--- config.mk ---
export PLATFORM = sky130hd
export DESIGN_NAME = trce_ctrl
export DESIGN_NICKNAME = d
export VERILOG_FILES = /design/src/hw/rtl/trce_pkg.sv /design/src/hw/rtl/trce_ctrl.sv
export SDC_FILE = /design/constraint.sdc
export NUM_CORES = 1
export LEC_CHECK = 0
export BUFFER_PORTS_ARGS = -buffer_cell sky130_fd_sc_hd__buf_2
export CAP_MARGIN = 10
export CORE_ASPECT_RATIO = 1.1
export CORE_MARGIN = 2
export CORE_UTILIZATION = 40
export CTS_CLUSTER_SIZE = 12
export DETAILED_ROUTE_END_ITERATION = 7
export SLEW_MARGIN = 20
export SYNTH_ARGS = -nofsm -noshare
export SYNTH_HDL_FRONTEND = slang
export SYNTH_SLANG_ARGS = --single-unit
--- constraint.sdc ---
create_clock -name clk -period 3.1 [get_ports clk]
set_clock_uncertainty 0.1 [all_clocks]
set_input_delay 0.93 -clock clk [delete_from_list [all_inputs] [get_ports clk]]
set_output_delay 0.93 -clock clk [all_outputs]
set_load 0.005 [all_outputs]
--- src/hw/rtl/trce_pkg.sv ---
`timescale 1ns / 1ps
package trce_pkg;

	localparam int TEXT_DEPTH = 4096;
	localparam int AW         = $clog2(TEXT_DEPTH);
	localparam int MAX_PERIOD = 256;
	localparam int PW         = 9;   // period width
	localparam int CW         = 13;  // count / length width
	localparam int RW         = 17;  // rate width
	localparam int PW_OK_MUL  = 50;  // 1/0.02 acceptance factor

	localparam logic [2:0] REG_TEXT_LENGTH = 3'd0;
	localparam logic [2:0] REG_MM_RATE     = 3'd1;
	localparam logic [2:0] REG_MIN_COPIES  = 3'd2;
	localparam logic [2:0] REG_RESULT_LIM  = 3'd3;

	typedef enum logic [23:0] {
		S_CLEAR    = 24'h000001,
		S_IDLE     = 24'h000002,
		S_LOAD     = 24'h000004,
		S_CHK_RD   = 24'h000008,
		S_CHK      = 24'h000010,
		S_FWD_TEST = 24'h000020,
		S_FWD_RD   = 24'h000040,
		S_FWD_EV   = 24'h000080,
		S_FWD_DEC  = 24'h000100,
		S_BWD_TEST = 24'h000200,
		S_BWD_RD   = 24'h000400,
		S_BWD_EV   = 24'h000800,
		S_BWD_DEC  = 24'h001000,
		S_CNT      = 24'h002000,
		S_P1_NEXT  = 24'h004000,
		S_P1_RD    = 24'h008000,
		S_P1_EV    = 24'h010000,
		S_P2_NEXT  = 24'h020000,
		S_P2_RD    = 24'h040000,
		S_P2_EV    = 24'h080000,
		S_P2_DEC   = 24'h100000,
		S_EMIT     = 24'h200000,
		S_MARK     = 24'h400000,
		S_FINISH   = 24'h800000
	} state_t;

	typedef struct packed {
		logic clr_step;
		logic latch;
		logic load_wr;
		logic cand_init;
		logic fwd_open;
		logic bwd_open;
		logic win_step;
		logic fwd_take;
		logic bwd_take;
		logic p_first;
		logic p_next;
		logic p1_open;
		logic p2_open;
		logic prim_step;
		logic prim_p;
		logic prim_full;
		logic emit;
		logic mark_step;
		logic finish;
	} cmd_t;

	typedef struct packed {
		logic in_valid;
		logic in_cand;
		logic clr_last;
		logic cand_ok;
		logic fwd_fits;
		logic bwd_fits;
		logic last_i;
		logic neq;
		logic mm_ok;
		logic enough;
		logic p1_more;
		logic j_ok;
		logic p2_more;
		logic p2_ok;
		logic out_free;
		logic mark_last;
	} sts_t;

endpackage

--- src/hw/rtl/trce_ctrl.sv ---
`timescale 1ns / 1ps
module trce_ctrl import trce_pkg::*; (
	input  logic clk,
	input  logic arst_n,
	input  sts_t sts,
	output cmd_t cmd,
	output logic in_ready
);

	state_t state_q, state_d;

	always_ff @(posedge clk or negedge arst_n) begin
		if (!arst_n) begin
			state_q <= S_CLEAR;
		end else begin
			state_q <= state_d;
		end
	end

	assign in_ready = (state_q == S_IDLE);

	always_comb begin
		state_d = state_q;
		cmd     = '0;
		case (state_q)
			S_CLEAR: begin
				cmd.clr_step = 1'b1;
				if (sts.clr_last) state_d = S_IDLE;
			end
			S_IDLE: begin
				if (sts.in_valid) begin
					cmd.latch = 1'b1;
					state_d   = sts.in_cand ? S_CHK_RD : S_LOAD;
				end
			end
			S_LOAD: begin
				cmd.load_wr = 1'b1;
				state_d     = S_FINISH;
			end
			S_CHK_RD: state_d = S_CHK;
			S_CHK: begin
				if (sts.cand_ok) begin
					cmd.cand_init = 1'b1;
					state_d       = S_FWD_TEST;
				end else begin
					state_d = S_FINISH;
				end
			end
			S_FWD_TEST: begin
				if (sts.fwd_fits) begin
					cmd.fwd_open = 1'b1;
					state_d      = S_FWD_RD;
				end else begin
					state_d = S_BWD_TEST;
				end
			end
			S_FWD_RD: state_d = S_FWD_EV;
			S_FWD_EV: begin
				cmd.win_step = 1'b1;
				state_d      = sts.last_i ? S_FWD_DEC : S_FWD_RD;
			end
			S_FWD_DEC: begin
				if (sts.mm_ok) begin
					cmd.fwd_take = 1'b1;
					state_d      = S_FWD_TEST;
				end else begin
					state_d = S_BWD_TEST;
				end
			end
			S_BWD_TEST: begin
				if (sts.bwd_fits) begin
					cmd.bwd_open = 1'b1;
					state_d      = S_BWD_RD;
				end else begin
					state_d = S_CNT;
				end
			end
			S_BWD_RD: state_d = S_BWD_EV;
			S_BWD_EV: begin
				cmd.win_step = 1'b1;
				state_d      = sts.last_i ? S_BWD_DEC : S_BWD_RD;
			end
			S_BWD_DEC: begin
				if (sts.mm_ok) begin
					cmd.bwd_take = 1'b1;
					state_d      = S_BWD_TEST;
				end else begin
					state_d = S_CNT;
				end
			end
			S_CNT: begin
				if (sts.enough) begin
					cmd.p_first = 1'b1;
					state_d     = S_P1_NEXT;
				end else begin
					state_d = S_FINISH;
				end
			end
			S_P1_NEXT: begin
				if (sts.p1_more) begin
					cmd.p1_open = 1'b1;
					state_d     = S_P1_RD;
				end else begin
					cmd.p_first = 1'b1;
					state_d     = S_P2_NEXT;
				end
			end
			S_P1_RD: state_d = S_P1_EV;
			S_P1_EV: begin
				if (sts.neq) begin
					cmd.p_next = 1'b1;
					state_d    = S_P1_NEXT;
				end else if (sts.last_i) begin
					if (sts.j_ok) begin
						cmd.prim_p = 1'b1;
						state_d    = S_EMIT;
					end else begin
						cmd.p_next = 1'b1;
						state_d    = S_P1_NEXT;
					end
				end else begin
					cmd.prim_step = 1'b1;
					state_d       = S_P1_RD;
				end
			end
			S_P2_NEXT: begin
				if (sts.p2_more) begin
					cmd.p2_open = 1'b1;
					state_d     = S_P2_RD;
				end else begin
					cmd.prim_full = 1'b1;
					state_d       = S_EMIT;
				end
			end
			S_P2_RD: state_d = S_P2_EV;
			S_P2_EV: begin
				cmd.prim_step = 1'b1;
				state_d       = sts.last_i ? S_P2_DEC : S_P2_RD;
			end
			S_P2_DEC: begin
				if (sts.p2_ok) begin
					cmd.prim_p = 1'b1;
					state_d    = S_EMIT;
				end else begin
					cmd.p_next = 1'b1;
					state_d    = S_P2_NEXT;
				end
			end
			S_EMIT: begin
				if (sts.out_free) begin
					cmd.emit = 1'b1;
					state_d  = S_MARK;
				end
			end
			S_MARK: begin
				cmd.mark_step = 1'b1;
				if (sts.mark_last) state_d = S_FINISH;
			end
			S_FINISH: begin
				cmd.finish = 1'b1;
				state_d    = S_IDLE;
			end
			default: state_d = S_CLEAR;
		endcase
	end

endmodule

### Word-level counts from Yosys, hierarchy flattened

Cells that the tools add are included.

| storage, ports and cells | value |
|---|---|
| flip-flop bits (word level) | 24 |

| cells by class | value |
|---|---|
| multiplexer cells | 60 |
| reductions and logical operators | 2 |
| equality and inequality tests | 28 |

Operator list:

| kind | number |
|---|---|
| $pmux W24 S24 | 1 |
| $mux W24 | 7 |
| $mux W22 | 4 |
| $mux W1 | 34 |
| $mux W14 | 2 |
| $eq A24 B1 Y1 const B | 1 |
| $eq A24 B10 Y1 const B | 1 |
| $eq A24 B11 Y1 const B | 1 |
| $eq A24 B12 Y1 const B | 1 |
| $eq A24 B13 Y1 const B | 1 |
| $eq A24 B14 Y1 const B | 1 |
| $eq A24 B15 Y1 const B | 1 |
| $eq A24 B16 Y1 const B | 1 |
| $eq A24 B17 Y1 const B | 1 |
| $eq A24 B18 Y1 const B | 1 |
| $eq A24 B19 Y1 const B | 1 |
| $eq A24 B2 Y1 const B | 1 |
| $eq A24 B20 Y1 const B | 1 |
| $eq A24 B21 Y1 const B | 1 |
| $eq A24 B22 Y1 const B | 1 |
| $eq A24 B23 Y1 const B | 1 |
| $eq A24 B24 Y1 const B | 1 |
| $eq A24 B3 Y1 const B | 1 |
| $eq A24 B4 Y1 const B | 1 |
| 16 further kinds | 23 |

### Depth between registers and ports, before layout

| logic depth | value |
|---|---|
| depth after elaboration | 4 |
| depth in mapped cells | 7 |
| depth with buffers taken out | 5 |

### Worst setup path before layout

No wires, ideal clock.

| timing | value |
|---|---|
| path type | register to output |
| start point | register state_q[16] |
| end point | output cmd[16] (netlist name) |
| stages on the path, launching flop included | 7 |
| buffers on the path | 1 |
| data arrival time | 1736 ps |
| required time | 2070 ps |
| setup slack | 334 ps |
| cells stage by stage | dfrtp_1 -> nor4_4 -> nand4_4 -> buf_2 -> nor2_1 -> nand2_1 -> nor4_1 |

RTL lines:

| item | line | text |
|---|---|---|
| from (decl) | trce_ctrl.sv:10 | `state_t state_q, state_d;` |
| from (signal assigned) | trce_ctrl.sv:16 | `state_q <= state_d;` |
| to (decl) | trce_ctrl.sv:6 | `output cmd_t cmd,` |

==> impl_metrics.json <==
{
  "yosys-top-cells-count": "dfrtp_1, nor2_1, nor4_1",
  "final-hold-violation-count": 0,
  "path_cells": "nor4_4 > buf_6 > buf_4 > nand3_2 > nor4_4 > buf_4 > nand3_1 > nand2_1 > buf_2",
  "numCtsBuffers": 3,
  "place_hpwl_mm": 3.64,
  "yosysMostFrequentCell": "dfrtp_1",
  "finalNetCount": 298,
  "syn_area_um2": 1720,
  "fin_ws_ns": -0.0575,
  "die_y_um": 72.7,
  "num_rows": 24,
  "die_w_um": 66.5,
  "hold_buffers": 0,
  "status": "finished with violations",
  "ant_nets": 0,
  "violations": "setup timing",
  "antenna_found_initial": 0,
  "synth.largest_area_cell": "dfrtp_1",
  "grt.overflow.total": 0,
  "vias": 1872,
  "top_layer_used": "met4",
  "max-slew-margin-rel": 0.573,
  "ioPinCount": 38,
  "worstSetupPathType": "reg2out",
  "cpPeakStageDelay_ns": 0.43,
  "arrival_ns": 2.13,
  "register_area_um2": 607,
  "detailroute.wirelength.met3_um": 430,
  "yosys.area.top_type_share": 0.335,
  "clockBufferDepth": 2,
  "tightest_slew_ns": 0.635,
  "power_density_nw_per_um2": 464,
  "gp_congestion": 0.832,
  "area_growth_pct": 56.9,
  "port-buffer-count": 37,
  "ys_seq_elements": 24,
  "seq_area_frac_synth": 0.351,
  "setup_violations": 7,
  "clock_sinks": 24,
  "via_per_inst": 5.66,
  "syn-num-nets": 206,
  "tritoncts": "yes",
  "synth_edf_count": 0,
  "drv_slew": 0,
  "layout-drive-gt1-share": 0.520,
  "grt_pass1_wl_mm": 8.71,
  "end_kind": "primary output",
  "antenna_cells": 0,
  "htreeDepth": 1,
  "synth.yosys.warnings": 0,
  "p_leak_nw": 1.31,
  "nFillCells": 320,
  "drtPass1Iterations": 4,
  "track_usage": 0.240,
  "core_um2": 4050,
  "multi_input_area_um2": 1280,
  "ys.flop_type": "dfrtp_1",
  "synth_area_per_cell_um2": 9.13,
  "startpoint_type": "flop",
  "critical_path.top_delay_family": "simple AND/OR/NAND/NOR gates",
  "hp-class": "in2async",
  "ir_drop_v": 0.000260,
  "syn_inst": 188,
  "rsz0062_at_grt": "yes",
  "cts_root_buffer": "clkbuf_8",
  "wl_met2_mm": 2.87,
  "synth.area.top_cells": "dfrtp_1, nor4_4, nor4_1, nor2_1, nand2b_1",
  "netlist-cell-type-count": 44,
  "drv_cap": 0,
  "drt-initial-drc-count": 217,
  "largestRegisters": "state_q (24)",
  "setup_tns_ns": -0.159,
  "crit_buf_inv": 4,
  "cp.required_ns": 2.07,
  "insertion_delay_ns": 0.28,
  "largest_register_ffs": 24,
  "utilization": 0.665,
  "cp_max_fo": 3,
  "wire_per_inst_um": 17.6,
  "fin_crit_sh": 1.02,
  "cp_slowest_cell": "dfrtp_1",
  "largest-register": "state_q",
  "fin_crit_ns": 3.16,
  "die_area_um2": 4830,
  "wl_met1_mm": 2.41,
  "grt_pass1_vias": 1811,
  "start_util": 0.423,
  "clk_pin_slew_ns": 0.10,
  "async_flop_share": 1.00,
  "grt_max_degree": 25,
  "routed_wl_mm": 5.84,
  "drc": 0,
  "max_freq_mhz": 317
}
==> routing by layer <==
metal	GRT usage	up-vias
li1	-	884
met1	0.318	893
met2	0.380	82
met3	0.0478	13
met4	0.104	0
met5	0	-
==> final cells by class <==
type	count	share of cell area
inverters	9	0.0125
multi-input cells	152	0.474
clock buffers	3	0.0153
well taps	52	0.0242
repair buffers	90	0.237
flip-flops and latches	24	0.225
clock inverters	1	0.0111
==> placed cells by master (no fill, tap or decap), drive strengths merged, types with 2 or more instances in the layout <==
cell,instances
buf,90
dfrtp,23
nor4,22
nor2,17
nand2,12
nand2b,10
nand3,10
nor3,10
inv,9
and2,8
xor2,7
nor2b,6
or3,5
and3,5
o21bai,4
nand3b,4
nand4,4
o21ai,4
clkbuf,3
or2,3
nand4b,2
a21oi,2
a32oi,2
nor4b,2
==> power breakdown <==
group	switching (mW)	leakage, nW	internal [mW]
clock network	0.116	0.0357	0.173
registers	0.0176	0.324	0.334
logic	0.304	0.954	0.305
total	0.437	1.31	0.813
==> metrics by stage <==
| step | std cells | hold slack, ns | area, um^2 | power (mW) | setup WS [ns] |
|---|---|---|---|---|---|
| finish | 331 | 0.523 | 2690 | 1.25 | -0.0575 |
| global route | 331 | 0.560 | 2690 | 1.31 | -0.126 |
| CTS | 316 | 0.528 | 2420 | 1.11 | -0.0433 |
| detailed placement | 285 | 0.512 | 2020 | 0.674 | 0.126 |
| global placement | 285 | 0.513 | 2020 | 0.676 | 0.151 |
| floorplan | 188 | 0.432 | 1720 | 0.564 | 0.334 |
==> final timing paths <==
check / from / end / slack [ns] / depth (start not counted)
worst max-delay path: state_q[2] / cmd[9] / -0.06 / 9
worst min-delay path: arst_n / state_q[14] / 0.52 / 1
worst max register to register: state_q[14] / state_q[23] / 0.57 / 8
worst min register to register: state_q[10] / state_q[11] / 0.54 / 2
max in group asynchronous: arst_n / state_q[12] / 1.97 / 1
min in group clk: state_q[10] / state_q[11] / 0.54 / 2
==> cell families (layout without fill, tap and decap cells) <==
group | Yosys count | in the layout | synth area share
AND/OR/NAND/NOR | 121 | 122 | 0.476
flip-flops | 24 | 24 | 0.351
AO/OA/AOI/OAI | 23 | 23 | 0.0991
buffers and inverters | 13 | 103 | 0.0386
XOR/XNOR | 7 | 7 | 0.0357
==> timing repair <==
item	in CTS	in global routing
gates resized for setup	25	31
gates cloned	1	0
setup endpoints to repair	16	18
buffers inserted	26	15
pin swaps	17	19
(Power assumes the default switching activity.)
